$ cat src/hw/rtl/dfr_pkg.sv
// shared types and constants of the checksummed packet deframer
`default_nettype none

package dfr_pkg;

  // framing phases
  typedef enum logic [2:0] {
    PH_HUNT    = 3'd0,
    PH_META    = 3'd1,
    PH_LEN_LO  = 3'd2,
    PH_LEN_HI  = 3'd3,
    PH_PAYLOAD = 3'd4,
    PH_CHK_LO  = 3'd5,
    PH_CHK_HI  = 3'd6
  } phase_t;

  // result kinds
  localparam logic [1:0] KIND_DATA = 2'd0;
  localparam logic [1:0] KIND_GOOD = 2'd1;
  localparam logic [1:0] KIND_BAD  = 2'd2;

  // checksum is the inverted running sum
  localparam logic [15:0] CHECK_INVERT = 16'hFFFF;

  // register file
  localparam int          APB_ADDR_W     = 3;
  localparam logic        REG_START_BYTE = 1'b0;

  // one result word
  typedef struct packed {
    logic [1:0]  kind;
    logic [7:0]  payload_byte;
    logic [7:0]  meta_byte;
    logic [15:0] packet_length;
    logic        last;
  } res_t;

endpackage

`default_nettype wire

$ cat src/hw/rtl/dfr_if.sv
// valid/ready channel interfaces for link bytes and results
`default_nettype none

interface dfr_byte_if;
  logic       valid;
  logic       ready;
  logic [7:0] rx_byte;

  modport source (output valid, output rx_byte, input ready);
  modport sink   (input valid, input rx_byte, output ready);
endinterface

interface dfr_result_if;
  logic        valid;
  logic        ready;
  logic [1:0]  kind;
  logic [7:0]  payload_byte;
  logic [7:0]  meta_byte;
  logic [15:0] packet_length;
  logic        last;

  modport source (output valid, output kind, output payload_byte, output meta_byte,
                  output packet_length, output last, input ready);
  modport sink   (input valid, input kind, input payload_byte, input meta_byte,
                  input packet_length, input last, output ready);
endinterface

`default_nettype wire

$ cat src/hw/rtl/checksummed_packet_deframer_unit.sv
// Checksummed packet deframer, top level.
//
// link: valid/ready channel of received link bytes, one word per byte.
// result: valid/ready channel of result words. A payload byte gives a word
//   with kind data; the checksum high byte gives one word with last set and
//   kind good or bad. Start, metadata, length and checksum low bytes give none.
// APB: one register, start_byte at byte address 0, written and read back.
// Output: a result word appears on result in the cycle after its byte is taken.
// Throughput: one link byte per cycle while result is not stalled; the framing
//   state, down counter and 16-bit sum update in the cycle the byte is taken, and
//   a single output register holds the result.
// Stall: while result is stalled with a word held, link.ready drops; it rises
//   again in the cycle the held word is taken, so no bubble is inserted.
// Reset (rst, synchronous): the parser goes back to hunting for the start
//   byte, all header state and start_byte clear, and the output is empty.
`default_nettype none

module checksummed_packet_deframer_unit (
  input  wire logic                           clk,
  input  wire logic                           rst,
  input  wire logic                           psel,
  input  wire logic                           penable,
  input  wire logic                           pwrite,
  input  wire logic [dfr_pkg::APB_ADDR_W-1:0] paddr,
  input  wire logic [31:0]                    pwdata,
  output logic [31:0]                         prdata,
  output logic                                pready,
  dfr_byte_if.sink                            link,
  dfr_result_if.source                        result
);

  logic          take;
  logic          space;
  logic          res_valid;
  logic [7:0]    start_byte;
  dfr_pkg::res_t res_word;
  dfr_pkg::res_t res_held;

  // configuration registers
  dfr_cfg u_cfg (
    .clk        (clk),
    .rst        (rst),
    .psel       (psel),
    .penable    (penable),
    .pwrite     (pwrite),
    .paddr      (paddr),
    .pwdata     (pwdata),
    .prdata     (prdata),
    .pready     (pready),
    .start_byte (start_byte)
  );

  // input handshake
  assign link.ready = space;
  assign take       = link.valid && space;

  dfr_parse u_parse (
    .clk        (clk),
    .rst        (rst),
    .start_byte (start_byte),
    .take       (take),
    .rx_byte    (link.rx_byte),
    .res_valid  (res_valid),
    .res        (res_word)
  );

  dfr_obuf u_obuf (
    .clk       (clk),
    .rst       (rst),
    .load      (take && res_valid),
    .res_in    (res_word),
    .space     (space),
    .out_valid (result.valid),
    .out_ready (result.ready),
    .res_out   (res_held)
  );

  // result payload
  assign result.kind          = res_held.kind;
  assign result.payload_byte  = res_held.payload_byte;
  assign result.meta_byte     = res_held.meta_byte;
  assign result.packet_length = res_held.packet_length;
  assign result.last          = res_held.last;

endmodule

`default_nettype wire

$ cat src/hw/rtl/dfr_cfg.sv
// apb register block holding the start byte
`default_nettype none

module dfr_cfg (
  input  wire logic                           clk,
  input  wire logic                           rst,
  input  wire logic                           psel,
  input  wire logic                           penable,
  input  wire logic                           pwrite,
  input  wire logic [dfr_pkg::APB_ADDR_W-1:0] paddr,
  input  wire logic [31:0]                    pwdata,
  output logic [31:0]                         prdata,
  output logic                                pready,
  output logic [7:0]                          start_byte
);

  logic reg_sel;
  logic wr_en;

  // register index is the word address
  assign reg_sel = (paddr[2] == dfr_pkg::REG_START_BYTE);
  assign pready  = 1'b1;
  assign wr_en   = psel && penable && pwrite && pready && reg_sel;

  always_ff @(posedge clk) begin
    if (rst) begin
      start_byte <= 8'd0;
    end else if (wr_en) begin
      start_byte <= pwdata[7:0];
    end
  end

  // read back
  always_comb begin
    prdata = 32'd0;
    if (reg_sel) begin
      prdata = {24'd0, start_byte};
    end
  end

endmodule

`default_nettype wire

$ cat src/hw/rtl/dfr_parse.sv
// framing state machine, length counter and checksum accumulator
`default_nettype none

module dfr_parse (
  input  wire logic         clk,
  input  wire logic         rst,
  input  wire logic [7:0]   start_byte,
  input  wire logic         take,
  input  wire logic [7:0]   rx_byte,
  output logic              res_valid,
  output dfr_pkg::res_t     res
);

  dfr_pkg::phase_t phase, phase_next;
  logic [7:0]  meta_reg, meta_reg_next;
  logic [15:0] length_reg, length_reg_next;
  logic [15:0] bytes_left, bytes_left_next;
  logic [15:0] sum_acc, sum_acc_next;
  logic [7:0]  check_low, check_low_next;
  logic [15:0] left_dec;
  logic [15:0] len_full;
  logic [15:0] got_sum;

  assign left_dec = bytes_left - 16'd1;
  assign len_full = {rx_byte, length_reg[7:0]};
  assign got_sum  = {rx_byte, check_low};

  // next phase
  always_comb begin
    phase_next = phase;
    case (phase)
      dfr_pkg::PH_META:    phase_next = dfr_pkg::PH_LEN_LO;
      dfr_pkg::PH_LEN_LO:  phase_next = dfr_pkg::PH_LEN_HI;
      dfr_pkg::PH_LEN_HI:  phase_next = (len_full == 16'd0) ? dfr_pkg::PH_CHK_LO
                                                            : dfr_pkg::PH_PAYLOAD;
      dfr_pkg::PH_PAYLOAD: phase_next = (left_dec == 16'd0) ? dfr_pkg::PH_CHK_LO
                                                            : dfr_pkg::PH_PAYLOAD;
      dfr_pkg::PH_CHK_LO:  phase_next = dfr_pkg::PH_CHK_HI;
      dfr_pkg::PH_CHK_HI:  phase_next = dfr_pkg::PH_HUNT;
      default:             phase_next = (rx_byte == start_byte) ? dfr_pkg::PH_META
                                                                : dfr_pkg::PH_HUNT;
    endcase
  end

  // header fields, counter and running sum
  always_comb begin
    meta_reg_next   = meta_reg;
    length_reg_next = length_reg;
    bytes_left_next = bytes_left;
    sum_acc_next    = sum_acc;
    check_low_next  = check_low;
    case (phase)
      dfr_pkg::PH_META: begin
        meta_reg_next = rx_byte;
      end
      dfr_pkg::PH_LEN_LO: begin
        length_reg_next = {8'd0, rx_byte};
      end
      dfr_pkg::PH_LEN_HI: begin
        length_reg_next = len_full;
        bytes_left_next = len_full;
        sum_acc_next    = {8'd0, meta_reg} + len_full;
      end
      dfr_pkg::PH_PAYLOAD: begin
        sum_acc_next    = sum_acc + {8'd0, rx_byte};
        bytes_left_next = left_dec;
      end
      dfr_pkg::PH_CHK_LO: begin
        check_low_next = rx_byte;
      end
      default: begin
      end
    endcase
  end

  // result word for this byte
  always_comb begin
    res_valid         = 1'b0;
    res.kind          = dfr_pkg::KIND_DATA;
    res.payload_byte  = 8'd0;
    res.meta_byte     = meta_reg;
    res.packet_length = length_reg;
    res.last          = 1'b0;
    case (phase)
      dfr_pkg::PH_PAYLOAD: begin
        res_valid        = 1'b1;
        res.payload_byte = rx_byte;
      end
      dfr_pkg::PH_CHK_HI: begin
        res_valid = 1'b1;
        res.kind  = (got_sum == (sum_acc ^ dfr_pkg::CHECK_INVERT)) ? dfr_pkg::KIND_GOOD
                                                                   : dfr_pkg::KIND_BAD;
        res.last  = 1'b1;
      end
      default: begin
      end
    endcase
  end

  always_ff @(posedge clk) begin
    if (rst) begin
      phase      <= dfr_pkg::PH_HUNT;
      meta_reg   <= 8'd0;
      length_reg <= 16'd0;
      bytes_left <= 16'd0;
      sum_acc    <= 16'd0;
      check_low  <= 8'd0;
    end else if (take) begin
      phase      <= phase_next;
      meta_reg   <= meta_reg_next;
      length_reg <= length_reg_next;
      bytes_left <= bytes_left_next;
      sum_acc    <= sum_acc_next;
      check_low  <= check_low_next;
    end
  end

endmodule

`default_nettype wire

$ cat src/hw/rtl/dfr_obuf.sv
// result output register, refilled in the cycle it drains
`default_nettype none

module dfr_obuf (
  input  wire logic          clk,
  input  wire logic          rst,
  input  wire logic          load,
  input  wire dfr_pkg::res_t res_in,
  output logic               space,
  output logic               out_valid,
  input  wire logic          out_ready,
  output dfr_pkg::res_t      res_out
);

  logic out_valid_next;

  // room when empty or the held word leaves now
  assign space = !out_valid || out_ready;

  always_comb begin
    out_valid_next = out_valid;
    if (load) begin
      out_valid_next = 1'b1;
    end else if (out_ready) begin
      out_valid_next = 1'b0;
    end
  end

  always_ff @(posedge clk) begin
    if (rst) begin
      out_valid <= 1'b0;
    end else begin
      out_valid <= out_valid_next;
    end
  end

  // payload needs no reset
  always_ff @(posedge clk) begin
    if (load) begin
      res_out <= res_in;
    end
  end

endmodule

`default_nettype wire

$ cat src/flat_wrapper.sv
// flat-port wrapper written by rule: the top's interface ports become plain ports
module checksummed_packet_deframer_unit_flat 
  (clk, rst, psel, penable, pwrite, paddr, pwdata, prdata, pready, link_valid, link_rx_byte, link_ready, result_valid, result_kind, result_payload_byte, result_meta_byte, result_packet_length, result_last, result_ready);
  dfr_byte_if link_i ();
  dfr_result_if result_i ();
  input  wire logic clk;
  input  wire logic rst;
  input  wire logic psel;
  input  wire logic penable;
  input  wire logic pwrite;
  input  wire logic [dfr_pkg::APB_ADDR_W-1:0] paddr;
  input  wire logic [31:0] pwdata;
  output logic [31:0] prdata;
  output logic pready;
  input wire logic [$bits(link_i.valid)-1:0] link_valid;
  input wire logic [$bits(link_i.rx_byte)-1:0] link_rx_byte;
  output wire logic [$bits(link_i.ready)-1:0] link_ready;
  output wire logic [$bits(result_i.valid)-1:0] result_valid;
  output wire logic [$bits(result_i.kind)-1:0] result_kind;
  output wire logic [$bits(result_i.payload_byte)-1:0] result_payload_byte;
  output wire logic [$bits(result_i.meta_byte)-1:0] result_meta_byte;
  output wire logic [$bits(result_i.packet_length)-1:0] result_packet_length;
  output wire logic [$bits(result_i.last)-1:0] result_last;
  input wire logic [$bits(result_i.ready)-1:0] result_ready;
  assign link_i.valid = link_valid;
  assign link_i.rx_byte = link_rx_byte;
  assign link_ready = link_i.ready;
  assign result_valid = result_i.valid;
  assign result_kind = result_i.kind;
  assign result_payload_byte = result_i.payload_byte;
  assign result_meta_byte = result_i.meta_byte;
  assign result_packet_length = result_i.packet_length;
  assign result_last = result_i.last;
  assign result_i.ready = result_ready;
  checksummed_packet_deframer_unit u_core (.clk(clk), .rst(rst), .psel(psel), .penable(penable), .pwrite(pwrite), .paddr(paddr), .pwdata(pwdata), .prdata(prdata), .pready(pready), .link(link_i), .result(result_i));
endmodule
$ cat config.mk
export PLATFORM = sky130hd
export DESIGN_NAME = checksummed_packet_deframer_unit_flat
export DESIGN_NICKNAME = d
export VERILOG_FILES = /design/src/hw/rtl/dfr_pkg.sv /design/src/hw/rtl/dfr_if.sv /design/src/hw/rtl/checksummed_packet_deframer_unit.sv /design/src/hw/rtl/dfr_cfg.sv /design/src/hw/rtl/dfr_parse.sv /design/src/hw/rtl/dfr_obuf.sv /design/src/flat_wrapper.sv
export SDC_FILE = /design/constraint.sdc
export NUM_CORES = 1
export LEC_CHECK = 0
export BUFFER_PORTS_ARGS = -buffer_cell sky130_fd_sc_hd__buf_4
export CORE_ASPECT_RATIO = 0.6
export CORE_UTILIZATION = 55
export DETAILED_ROUTE_END_ITERATION = 8
export PLACE_DENSITY = 0.86
export SETUP_SLACK_MARGIN = 0.15
export SLEW_MARGIN = 20
export SYNTH_ARGS = -nofsm -noshare
export SYNTH_HDL_FRONTEND = slang
export SYNTH_SLANG_ARGS = --single-unit
$ cat constraint.sdc
create_clock -name clk -period 6.83 [get_ports clk]
set_input_delay 0.3415 -clock clk [delete_from_list [all_inputs] [get_ports clk]]
set_output_delay 0.3415 -clock clk [all_outputs]
set_load 0.01 [all_outputs]
# == Word-level counts from Yosys, hierarchy flattened ==
# Index checks and enable logic that the tools add are counted.
# classes
bitwise_logic,3
n_eq_ne,8
mux,13
n_reduce_logical,18
add_sub_neg,3
# op_table
op,count
one-hot mux 16 bit (2 select lines),3
zero test 16 bit,2
one-hot mux 3 bit (6 select lines),1
adder 16 x 8 -> 16 bit,1
adder 8 x 16 -> 16 bit,1
== test 16 bit,1
inverter 16 bit,1
"subtractor 16 x 1 -> 16 bit, second input constant",1
"== test 3 bit, second input constant",3
== test 8 bit,1
two-way mux 8 bit,1
AND reduction 2 bit,4
two-way mux 1 bit,7
"== test 3 x 2 -> 1 bit, second input constant",2
nonzero test 2 bit,3
logical AND 1 bit,5
"== test 3 x 1 -> 1 bit, second input constant",1
AND reduction 3 bit,1
two-way mux 2 bit,1
inverter 1 bit,2
OR reduction 2 bit,1
zero test 1 bit,1
logical OR 1 bit,1
# totals
ff_bits,111
word_cells,59
out_inout_bits,70
in_bits,50

# == Logic depth before layout (Yosys ltp) ==
# logic_depth
ltp_word,5
depth_mapped,9
ltp_nobuf,9

# == Hierarchy ==
# Synthesis repeated with hierarchy kept, for this count alone.
# unflattened
hier_cells,707
hier_area_um2,6179.7
# modules_own_cells
module,area_per_inst_um2,cells_per_inst,seq_area_each_um2,n_inst
dfr_parse,4439.3,596,1341.3,1
dfr_obuf,1097.3,39,1071.0,1
dfr_cfg,630.6,70,160.2,1
checksummed_packet_deframer_unit,12.5,2,0.0,1

# == Worst setup path after synthesis ==
# No wires, ideal clock.
# synth_timing
path_kind,input port to flip-flop
from,in link_rx_byte[1]
to,reg u_core.u_parse.sum_acc[10]
t_arrival_ns,2.365
path_buffers,1
required_time_ns,6.756
path_slack_ns,4.391
cell_stages,9
setup_ns,0.074
path_cell_list,clkbuf_1 inv_1 fa_1 nor2b_1 o21bai_1 a31oi_1 o2111ai_1 or3_1 a31oi_1
# synth_between
elab_chain_cells,2
word_cells_on_any_way,3
cone_classes,2 x add/sub; 1 x mux
# synth_lines
item,line_no,rtl
from (decl),flat_wrapper.sv:16,input wire logic [$bits(link_i.rx_byte)-1:0] link_rx_byte;
adder 16 x 8 -> 16 bit / adder 8 x 16 -> 16 bit (equally long branches),"dfr_parse.sv:65, dfr_parse.sv:62",
one-hot mux 16 bit (2 select lines) (*),dfr_parse.sv:52,case (phase)
to (signal assigned),dfr_parse.sv:113,sum_acc <= sum_acc_next;
to (decl),dfr_parse.sv:18,"logic [15:0] sum_acc, sum_acc_next;"
# Every way passes the cells marked *; elsewhere a longest branch is shown, timed or not.
# A chain may end at the register's enable or synchronous reset.

# == Final worst setup path ==
# layout_timing
from,reg u_core.u_parse.phase[2]
to,reg u_core.u_parse.sum_acc[15]
# layout_between
elab_chain_cells,3
word_cells_on_any_way,5
cone_classes,2 x eq/ne; 1 x mux; 2 x reduce/logical
# layout_lines
item,line_no,rtl
from (decl),dfr_parse.sv:14,"dfr_pkg::phase_t phase, phase_next;"
from (signal assigned),dfr_parse.sv:102,phase <= dfr_pkg::PH_HUNT;
from (signal assigned),dfr_parse.sv:109,phase <= phase_next;
== test 3 bit / == test 3 x 2 -> 1 bit (equally long branches),dfr_parse.sv:52,
nonzero test 2 bit (no line),n/a,
AND reduction 2 bit (no line),n/a,
# Parallel ways exist; a longest one is shown, timed or not.

==> qor.yml <==
fillerInstances: 876
grt_start_max_net_pins: 75
yosysUniqueCellTypes: 69
synth_area_mm2: 0.00614
dpl.hpwl_mm: 11.7
synth-edff-count: 35
number_of_antenna_violations_at_the_first_check_in_global_routing: 0
die_area_mm2: 0.0116
largest_register_by_flop_count: "u_core.u_obuf.res_out"
gp_congestion: 0.942
insertion_delay_ns: 0.36
remaining_drc_errors: 10
die_h_um: 83.8
antenna_cells: 0
clockRootBuffer: "sky130_fd_sc_hd__clkbuf_16"
wire_length_of_the_first_global_routing_pass_mm: 26.8
dr_total_vias: 5540
tritoncts.num_buffers: 9
setup-tns-final_ns: 0
finalHoldViolations: 0
outcome: "finished with violations"
drt_pre_antenna_iters: 8
postRouteAntennaNets: 0
numPortBuffers: 68
syn_area_per_cell_um2: 8.71
report.final.slew_viol_count: 0
post-synth-top-area-fraction_pct: 24.8
gate_count_after_technology_mapping: 705
rows: 29
setup_violations: 0
class_of_the_most_critical_setup_path: "flip-flop to flip-flop"
total_leakage_power_nw: 2.82
detail_route.vias_per_cell: 6.26
layout-drive-gt1-share_pct: 12.9
drtIter0Drc: 667
worst-endpoint-arrival_ns: 3.56
nets: 811
routed_wirelength_mm: 17.0
clock_tree.buffer_depth: 2
clkTransAtPathRegs_ns: 0.08
critPathLaunch: "u_core.u_parse.phase[2]"
critPathRequiredTime_ns: 7.11
ios: 120
flip_flop_and_latch_count_after_synthesis: 111
route.detailed.wl_per_inst_um: 19.2
fmax_mhz: 305
irDropWorstVdd_mv: 0.135
rsz0062_at_grt: "no"
post-cts-setup-buffers: 0
kind_of_launch_point_of_the_worst_setup_path: "flip-flop"
netlist.top_cell.by_area: "sky130_fd_sc_hd__dfxtp_1"
initial_core_utilization_pct: 57.4
final.period_utilization_pct: 47.9
rr_startpoint: "u_core.u_parse.phase[2]"
timing.max_slew.rel_slack_pct: 33.8
endpoint_kind: "flip-flop"
crit_fanout: 40
yosysWarnings: 0
cts_max_level: 3
ys_seq_area_share_pct: 41.9
grt_overflow: 0
clock_tree_from_tritoncts: "done"
hold_class: "primary input to flip-flop"
number_of_sinks_handled_by_clock_tree_synthesis: 111
largest_register_ffs: 35
synthTopCellsByArea: "sky130_fd_sc_hd__dfxtp_1 (25%), sky130_fd_sc_hd__edfxtp_1 (17%), sky130_fd_sc_hd__nor2_1 (5.6%), sky130_fd_sc_hd__nand2_1 (4.9%), sky130_fd_sc_hd__mux2i_1 (4.4%)"
holdCritStartpoint: "pwdata[2]"
power.total_mw: 1.27
violations: "design-rule violations"
design.core.area_mm2: 0.0107
layout_min_cycle_time_ns: 3.27
worst-slew-pin-transition_ns: 0.989
maxCapViolCount: 0
leading_cell_type_in_the_layout_fill_and_taps_excluded: "sky130_fd_sc_hd__nor2_1"
grt_pass1_vias: 5219
all_layer_global_routing_usage_pct: 29.7
areaGrowthSynthToFinish_pct: 12.0
pwr_density_cell_mw_per_mm2: 185
synth_flop_cell: "sky130_fd_sc_hd__dfxtp_1"
layout_common_cells: "sky130_fd_sc_hd__nor2_1 (91), sky130_fd_sc_hd__nand2_1 (80), sky130_fd_sc_hd__dfxtp_1 (76), sky130_fd_sc_hd__buf_4 (72), sky130_fd_sc_hd__a21oi_1 (49)"
post_cts_resize_count: 0
synth_async_sr_flop_share_pct: 0
fp.dieW_um: 138
cts_hold_buffers: 0
fin_worst_skew_ns: 0.0109
final timing paths:
kind,slack (ns),cells after the start,endpoint
max,3.56,6,u_core.u_parse.sum_acc[15]
min,0.23,3,u_core.u_cfg.start_byte[2]
max reg2reg,3.56,6,u_core.u_parse.sum_acc[15]
min reg2reg,0.44,0,u_core.u_obuf.res_out[15]
report_power, final:
group	switching [mW]	internal (mW)	total (mW)
logic	0.0430	0.0202	0.0632
clock network	0.269	0.259	0.529
registers	0.00116	0.676	0.677
stage by stage:
step / utilization, % / cell area, µm² / worst slack (ns) / hold WS [ns] / cells
3_5_place_dp: 61.4 / 6570 / 3.65 / 0.412 / 869
6_report: 64.2 / 6880 / 3.56 / 0.225 / 885
3_3_place_gp: 61.4 / 6570 / 3.80 / 0.420 / 869
4_1_cts: 64.2 / 6880 / 3.65 / 0.225 / 885
2_1_floorplan: - / 6230 / 4.39 / 0.408 / 728
5_1_grt: 64.2 / 6880 / 3.36 / 0.232 / 885
per-layer routing:
layer,up-vias,track usage (%),part of all wire (%)
met5,-,0,0
met4,0,10.4,2.3
met3,48,7.75,12
met2,372,43.3,42
met1,2612,42.3,44
li1,2508,-,-
area by class of cell:
class	instances	area [µm²]	area share, %
multi-input cells	534	3240	47.1
repair buffers	72	541	7.86
flip-flops and latches	111	2570	37.4
clock inverters	7	76.3	1.11
well taps	139	174	2.53
clock buffers	9	225	3.28
inverters	13	48.8	0.710
cell families (layout without fill, tap and decap cells):
kind of cell	after synthesis	count (layout)	share of synthesized area, %
buffers and inverters	83	101	6.85
xor gates and xnor gates	42	42	5.99
AOI/OAI and AO/OA	141	141	14.9
DFF	111	111	41.9
adders and majority gates	20	20	4.32
muxes	27	27	4.40
other	2	25	0.122
and+or+nand+nor	279	279	21.5
worst max-delay path, stage by stage, from the launching register on:
cell and delay [ns]:
sky130_fd_sc_hd__dfxtp_1 0.52, sky130_fd_sc_hd__nor3b_2 0.22, sky130_fd_sc_hd__buf_4 0.38, sky130_fd_sc_hd__o211a_2 0.87, sky130_fd_sc_hd__nand2_1 0.44, sky130_fd_sc_hd__or4b_1 0.59
sky130_fd_sc_hd__a31oi_1 0.18
Yosys cell counts, drive strengths merged, types with 4 or more instances:
master,count
o211ai,5
and2,13
o21a,4
nand3,12
a31oi,9
ha,18
a311oi,5
or3,9
o21ai,23
nand4,12
o31ai,4
a21oi,49
clkbuf,41
and3,6
or2,5
a22oi,8
dfxtp,76
nor3,13
edfxtp,35
nor2b,13
a211oi,5
nor4,9
xnor2,19
mux2i,27
nand2,80
xor2,23
inv,13
buf,29
nor2,91
(Power assumes the default switching activity.)
